[src/design/itpa_pkg.sv]
package itpa_pkg;

   localparam int MAX_POINTS_DFLT    = 65536;
   localparam int JACOBI_SWEEPS_DFLT = 8;

   localparam int COORD_W = 24;
   localparam int PROD_W  = 48;
   localparam int SUM_W   = 64;
   localparam int AXIS_W  = 33;
   localparam int NUM_MOM = 6;
   localparam int SCALE_W = 6;

   localparam logic [SUM_W-1:0] SUM_MAX     = {1'b0, {(SUM_W-1){1'b1}}};
   localparam logic [SUM_W-1:0] SUM_MIN     = {1'b1, {(SUM_W-1){1'b0}}};
   localparam logic [63:0]      SCALE_LIMIT = 64'd1 << 27;
   localparam logic [63:0]      Q30_HALF    = 64'd1 << 29;
   localparam logic [63:0]      ONE_Q60     = 64'd1 << 60;
   localparam logic [63:0]      AXIS_MAX    = {31'd0, {AXIS_W{1'b1}}};

   typedef struct packed {
      logic signed [COORD_W-1:0] pos_x;
      logic signed [COORD_W-1:0] pos_y;
      logic signed [COORD_W-1:0] pos_z;
      logic                      last_point;
   } req_word_type;

   typedef struct packed {
      logic signed [SUM_W-1:0] tensor_xx;
      logic signed [SUM_W-1:0] tensor_xy;
      logic signed [SUM_W-1:0] tensor_xz;
      logic signed [SUM_W-1:0] tensor_yy;
      logic signed [SUM_W-1:0] tensor_yz;
      logic signed [SUM_W-1:0] tensor_zz;
      logic [AXIS_W-1:0]       axis_major;
      logic [AXIS_W-1:0]       axis_middle;
      logic [AXIS_W-1:0]       axis_minor;
      logic                    overflow_flag;
   } rsp_word_type;

   typedef struct packed {
      logic go;
      logic sat;
   } solve_cmd_type;

   typedef enum logic [1:0] {
      CTL_ACCUM,
      CTL_DRAIN,
      CTL_LAUNCH,
      CTL_SOLVE
   } ctl_state_type;

   typedef enum logic [1:0] {
      PIV_01,
      PIV_02,
      PIV_12
   } pivot_type;

   typedef enum logic [4:0] {
      SV_IDLE,
      SV_SCAN,
      SV_SCALE,
      SV_LOAD,
      SV_PIVOT,
      SV_DD,
      SV_EE,
      SV_ROOT_R,
      SV_TAN,
      SV_TT,
      SV_ROOT_Q,
      SV_COS,
      SV_SIN,
      SV_TP,
      SV_CKP,
      SV_SKQ,
      SV_SKP,
      SV_CKQ,
      SV_SORT,
      SV_AXIS,
      SV_DONE
   } slv_state_type;

   function automatic logic [63:0] mag64(input logic [63:0] v);
      return v[63] ? (64'd0 - v) : v;
   endfunction

   function automatic logic [63:0] scale_entry(input logic [63:0] v,
                                               input logic [SCALE_W-1:0] s);
      logic [63:0] m;
      m = mag64(v) >> s;
      return v[63] ? (64'd0 - m) : m;
   endfunction

endpackage

[src/design/itpa_lane.sv]
module itpa_lane (
   input  logic                                clock,
   input  logic                                reset,
   input  logic                                en,
   input  logic                                clear,
   input  logic signed [itpa_pkg::COORD_W-1:0] opa,
   input  logic signed [itpa_pkg::COORD_W-1:0] opb,
   output logic signed [itpa_pkg::SUM_W-1:0]   sum,
   output logic                                hit
);
   import itpa_pkg::*;

   logic signed [PROD_W-1:0] prod_ff, prod_in;
   logic                     vld_ff, vld_in;
   logic [SUM_W-1:0]         sum_ff, sum_in;
   logic [SUM_W:0]           wide;

   always_comb begin
      prod_in = PROD_W'(opa) * PROD_W'(opb);
      vld_in  = en;
      wide    = {sum_ff[SUM_W-1], sum_ff} + (SUM_W+1)'(prod_ff);
      hit     = 1'b0;
      sum_in  = sum_ff;
      priority if (clear) begin
         sum_in = '0;
      end else if (vld_ff) begin
         // clamp when the carry and sign disagree
         if (wide[SUM_W] != wide[SUM_W-1]) begin
            hit    = 1'b1;
            sum_in = wide[SUM_W] ? SUM_MIN : SUM_MAX;
         end else begin
            sum_in = wide[SUM_W-1:0];
         end
      end
   end

   always_ff @(posedge clock) begin
      prod_ff <= prod_in;
      if (reset) begin
         vld_ff <= 1'b0;
         sum_ff <= '0;
      end else begin
         vld_ff <= vld_in;
         sum_ff <= sum_in;
      end
   end

   assign sum = sum_ff;

endmodule

[config.mk]
export PLATFORM = sky130hd
export DESIGN_NAME = itpa_lane
export DESIGN_NICKNAME = d
export VERILOG_FILES = /design/src/design/itpa_pkg.sv /design/src/design/itpa_lane.sv
export SDC_FILE = /design/constraint.sdc
export NUM_CORES = 2
export LEC_CHECK = 0
export BUFFER_PORTS_ARGS = -buffer_cell sky130_fd_sc_hd__buf_4
export CAP_MARGIN = 20
export CORE_MARGIN = 10
export CORE_UTILIZATION = 33
export DETAILED_ROUTE_END_ITERATION = 12
export PLACE_DENSITY = 0.58
export SYNTH_ARGS = -nofsm -noshare
export SYNTH_HDL_FRONTEND = slang
export SYNTH_SLANG_ARGS = --single-unit
[constraint.sdc]
create_clock -name clock -period 9.48 [get_ports clock]
set_clock_uncertainty 0.05 [all_clocks]
set_input_delay 1.422 -clock clock [delete_from_list [all_inputs] [get_ports clock]]
set_output_delay 1.422 -clock clock [all_outputs]
set_load 0.005 [all_outputs]
After elaboration in Yosys (flattened, before gate mapping) --
Index checks and enable logic that the tools add are counted.
Storage, ports and cells: flip-flop bits (word level) 113, bits of input ports 52, output and inout port bits 65, word-level logic and storage cells 12
Operators by class: add/subtract/negate cells 1, multiply operators 1, eq/ne operators 1, multiplexer cells 5, reduce and logical (&&, ||, !) cells 1
Operators with widths (number):
- $mux 64 | 2
- $add 64x48->65 | 1
- $mul 24x24->48 | 1
- $mux 1 | 3
- $reduce_or 2->1 | 1
- $ne 1x1->1 | 1

Logic depth before layout (Yosys ltp) --
depth after elaboration 5, gate-level depth with buffers 28, depth with buffers taken out 27

Least setup slack after synthesis --
Ideal clock, no wire load.
path type input to register, from input opa[23] in the netlist's numbering, to register prod_ff[47], arrival 7.885 ns, required time 9.358 ns, path slack 1.473 ns, cell stages on the path 23, path buffers 1, path through clkbuf_1 nand2_1 inv_1 fa_1 fa_1 inv_1 fa_1 fa_1 fa_1 fa_1 fa_1 inv_1 ha_1 a2111oi_0 nand2_1 o21ai_0 o31ai_1 o21ai_0 a21oi_1 a2111oi_0 o21bai_1 a21oi_1 xnor2_1
On the way: cells in the longest elaborated chain, start to end 1
RTL lines:
- start, declared | line itpa_lane.sv:6 | input logic signed [itpa_pkg::COORD_W-1:0] opa,
- $mul 24x24->48 | line itpa_lane.sv:19 | prod_in = PROD_W'(opa) * PROD_W'(opb);
- named net prod_in[47] | line itpa_lane.sv:13 | logic signed [PROD_W-1:0] prod_ff, prod_in;
- end signal, assigned | line itpa_lane.sv:38 | prod_ff <= prod_in;
- end, declared | line itpa_lane.sv:13
The timed path passes the listed nets, and every way through them passes these cells. A chain may end at the register's enable or synchronous reset.

Worst setup path after layout --
from input opb[0] in the netlist's numbering, to register prod_ff[47]
On the way: cells in the longest elaborated chain, start to end 1
RTL lines:
- start, declared | line itpa_lane.sv:7 | input logic signed [itpa_pkg::COORD_W-1:0] opb,
- $mul 24x24->48 | line itpa_lane.sv:19
- named net prod_in[47] | line itpa_lane.sv:13
The timed path passes the listed nets, and every way through them passes these cells.

==> results by group <==
Global route
  • GRT overflow: 0
  • Vias in the first global route: between 20000 and 25000
  • Largest net degree at the start of global routing: 67
  • Initial antenna violation count: 3
  • Tot GR Track Use: between 10% and 20%
  • First-pass GRT wire length: 123000 µm

Clock tree
  • Root Buffer: clkbuf_16
  • CTS max path bufs: 2
  • Worst-Skew Late Latency: 0.43 ns
  • Num CTS Buffers: 17
  • H-Tree Level Count: 4
  • Number of setup buffers added after CTS: 0
  • CTS resizes: 0
  • Hold-fix buffers, CTS: 0
  • CTS tree: built
  • Worst-path clk slew: around 0.060 ns
  • Clock sinks: 113

STA
  • Final Hold Viols: 0
  • Worst Max-Slew Pin Slew: 0.817 ns
  • Max_slew headroom: roughly 44%
  • Final cycle utilization of the critical path: 87.6%
  • Final Critical Period: 8.30 ns
  • Slew Limit Fails: 0
  • Setup Viol. Count Final: 0
  • Setup TNS Final: 0 ns
  • Max Freq: between 100 and 150 MHz
  • RSZ-0062 raised after global routing: false

Floorplan
  • IO Pins: 117
  • Core area: 85100 µm²
  • Number of core rows: around 110
  • Initial Util: 33.3%
  • Chip height: 313 µm
  • Die width: 313 µm
  • DIE AREA: 98000 µm²

Layout
  • # diodes: 0
  • FF+latch area: 2260 µm²
  • Nets: 4067
  • Footprint of the multi-input gates: 23000 µm²
  • Layout cells sized above 1: between 6 and 7%
  • Synth-to-Final Area Change: 8.37%
  • Fill cell count: slightly below 9000

Setup path
  • Delay-heaviest family, CP: adder cells
  • Endpoint type of the worst setup path: register
  • Crit-path most repeated cell: fa_1
  • Crit-path max cell delay: 0.76 ns
  • R2R cell count: 13
  • CP Launch Type: input port
  • Worst EP required: 9.78 ns
  • CP bufs+invs: 4
  • CP arrival: 8.60 ns
  • Worst path slowest cell: a2111oi_0
  • Maximum fanout along the worst path: 24
  • Critical path, cell by cell: buf_4 > nand2_1 > inv_1 > fa_1 > fa_1 > inv_1 > fa_1 > fa_1 > fa_1 > fa_1 > fa_1 > inv_1 > ha_1 > a2111oi_0 > nand2_1 > o21ai_0 > o31ai_1 > o21ai_0 > a21oi_1 > a2111oi_0 > o21bai_1 > a21oi_1 > xnor2_1
  • Levels on crit path: 23
  • Crit Path Category: in2reg

Synthesis
  • Synthesized area: ~28000 µm²
  • Post-synth top flop: dfxtp_1
  • Syn Nets: just over 4000
  • Post-synthesis async set-or-reset flop share: 0%
  • Number of synthesized flops with an enable pin: 0
  • Synth Instances: 3209
  • Synth Area per Inst: roughly 9 µm²
  • Synth cell types: 69
  • Post-synthesis sequential area ratio: 7.98%
  • #FFs+latches synth: 113
  • Synthesis Warnings: 0

Drt
  • Drt drc: 0
  • WL/cell: 17.1 µm
  • Post-route ant nets: 0
  • Routed vias: 20800
  • Via density: 4.77
  • Pre-antenna DRT Iters: 5
  • WL final: 74500 µm
  • Initial DRC count: 999

Flow run
  • Max-Cap Viols: 0

Hold path
  • Hold path depth: 2
  • Hold Crit Class: reg2reg

Status
  • Status: completed

Place
  • Port Buf Inserts: 116
  • DP Wirelength: approximately 62000 µm
  • Placer congestion estimate: between 0.8 and 0.9
## synthesized netlist by cell type, types with 12 or more instances
cell type  count  area (µm²)
fa_1         608       12200
o21a_1        20         150
a21oi_2       13         114
nand2_1      418        1570
o21ai_0      132         661
inv_1        656        2460
ha_1         198        2480
dfxtp_1      113        2260
nand2b_1      25         156
a21oi_1      161         806
nor2_1        81         304
clkbuf_1     124         465
nand3_1       29         145
and3_1        12        75.1
nand4_1       17         106
nor3_1        16        80.1
and2_1       267        1670
o21bai_1      19         143
xor2_1        35         307
xnor2_1       73         639
a21o_1        54         405
## logic make-up after synthesis
kind of cell             count (synthesis)  synth area share (%)
flip-flops                             113                  7.98
AO/OA/AOI/OAI                          483                  10.8
buffers and inverters                  800                  10.9
multiplexers                             2                0.0795
AND/OR/NAND/NOR                        895                  15.2
XOR/XNOR                               108                  3.34
adder cells (fa/ha/maj)                808                  51.8
## routing by layer
layer	up-vias	wire length, µm	GRT usage [%]
met5	-	46	0
met4	6	757	2.28
met3	48	4010	2.76
met2	442	33700	24.3
met1	10500	36000	22.0
li1	9824	-	-
## area by class of cell
class                           instances  share of cell area (%)
Multi-Input combinational cell       2296                    74.9
Inverter                              656                    8.02
Sequential cell                       113                    7.37
Tap cell                             1144                    4.66
Timing Repair Buffer                  125                    3.06
Clock buffer                           19                    1.44
Clock inverter                         13                   0.526
## sequential cells by signal (all words and copies together), names as in the netlist
signal,cells
prod_ff,48
sum,64
vld_ff,1
## per-stage QoR
stage	cells	cell area, µm²	hold slack, ns	setup slack, ns	util, %
floorplan	3209	28300	0.424	1.47	-
global placement	4334	30100	0.483	0.710	35.4
detailed placement	4334	30100	0.478	0.672	35.4
CTS	4366	30700	0.488	1.10	36.1
global route	4366	30700	0.507	0.717	36.1
finish	4366	30700	0.488	1.18	36.1
## worst min-delay path, stage by stage (launching register included)
cell and delay [ns]:
dfxtp_1 0.36, nand2_1 0.08, a21oi_1 0.06
## worst paths after layout
path,start,endpoint,slack [ns]
max,opb[0],prod_ff[47]$_DFF_P_,1.18
min,sum[53]$_SDFFE_PP0P_,sum[53]$_SDFFE_PP0P_,0.49
max reg2reg,prod_ff[47]$_DFF_P_,sum[16]$_SDFFE_PP0P_,5.05
min reg2reg,sum[53]$_SDFFE_PP0P_,sum[53]$_SDFFE_PP0P_,0.49
## layout by cell type (no fill, tap or decap), types with 6 or more instances in the layout
| cell | count |
|---|---|
| fa_1 | 608 |
| xnor2_1 | 73 |
| inv_1 | 656 |
| nand4_1 | 17 |
| a21oi_1 | 161 |
| a211o_1 | 6 |
| dfxtp_1 | 112 |
| a31oi_1 | 10 |
| o21ai_0 | 132 |
| o211ai_1 | 10 |
| and2_1 | 267 |
| ha_1 | 198 |
| a21oi_2 | 13 |
| nand3_1 | 29 |
| o21bai_1 | 19 |
| o21a_1 | 20 |
| a21o_1 | 54 |
| or3_1 | 6 |
| a211oi_1 | 9 |
| xor2_1 | 35 |
| clkbuf_16 | 17 |
| nand2b_1 | 25 |
| buf_4 | 125 |
| nand2_1 | 418 |
| and3_1 | 12 |
| nor2b_1 | 10 |
| nor3_1 | 16 |
| nor2_1 | 79 |
Power is not shown: default switching activity piles up to over one toggle a cycle in this logic, so the estimate is an artifact.
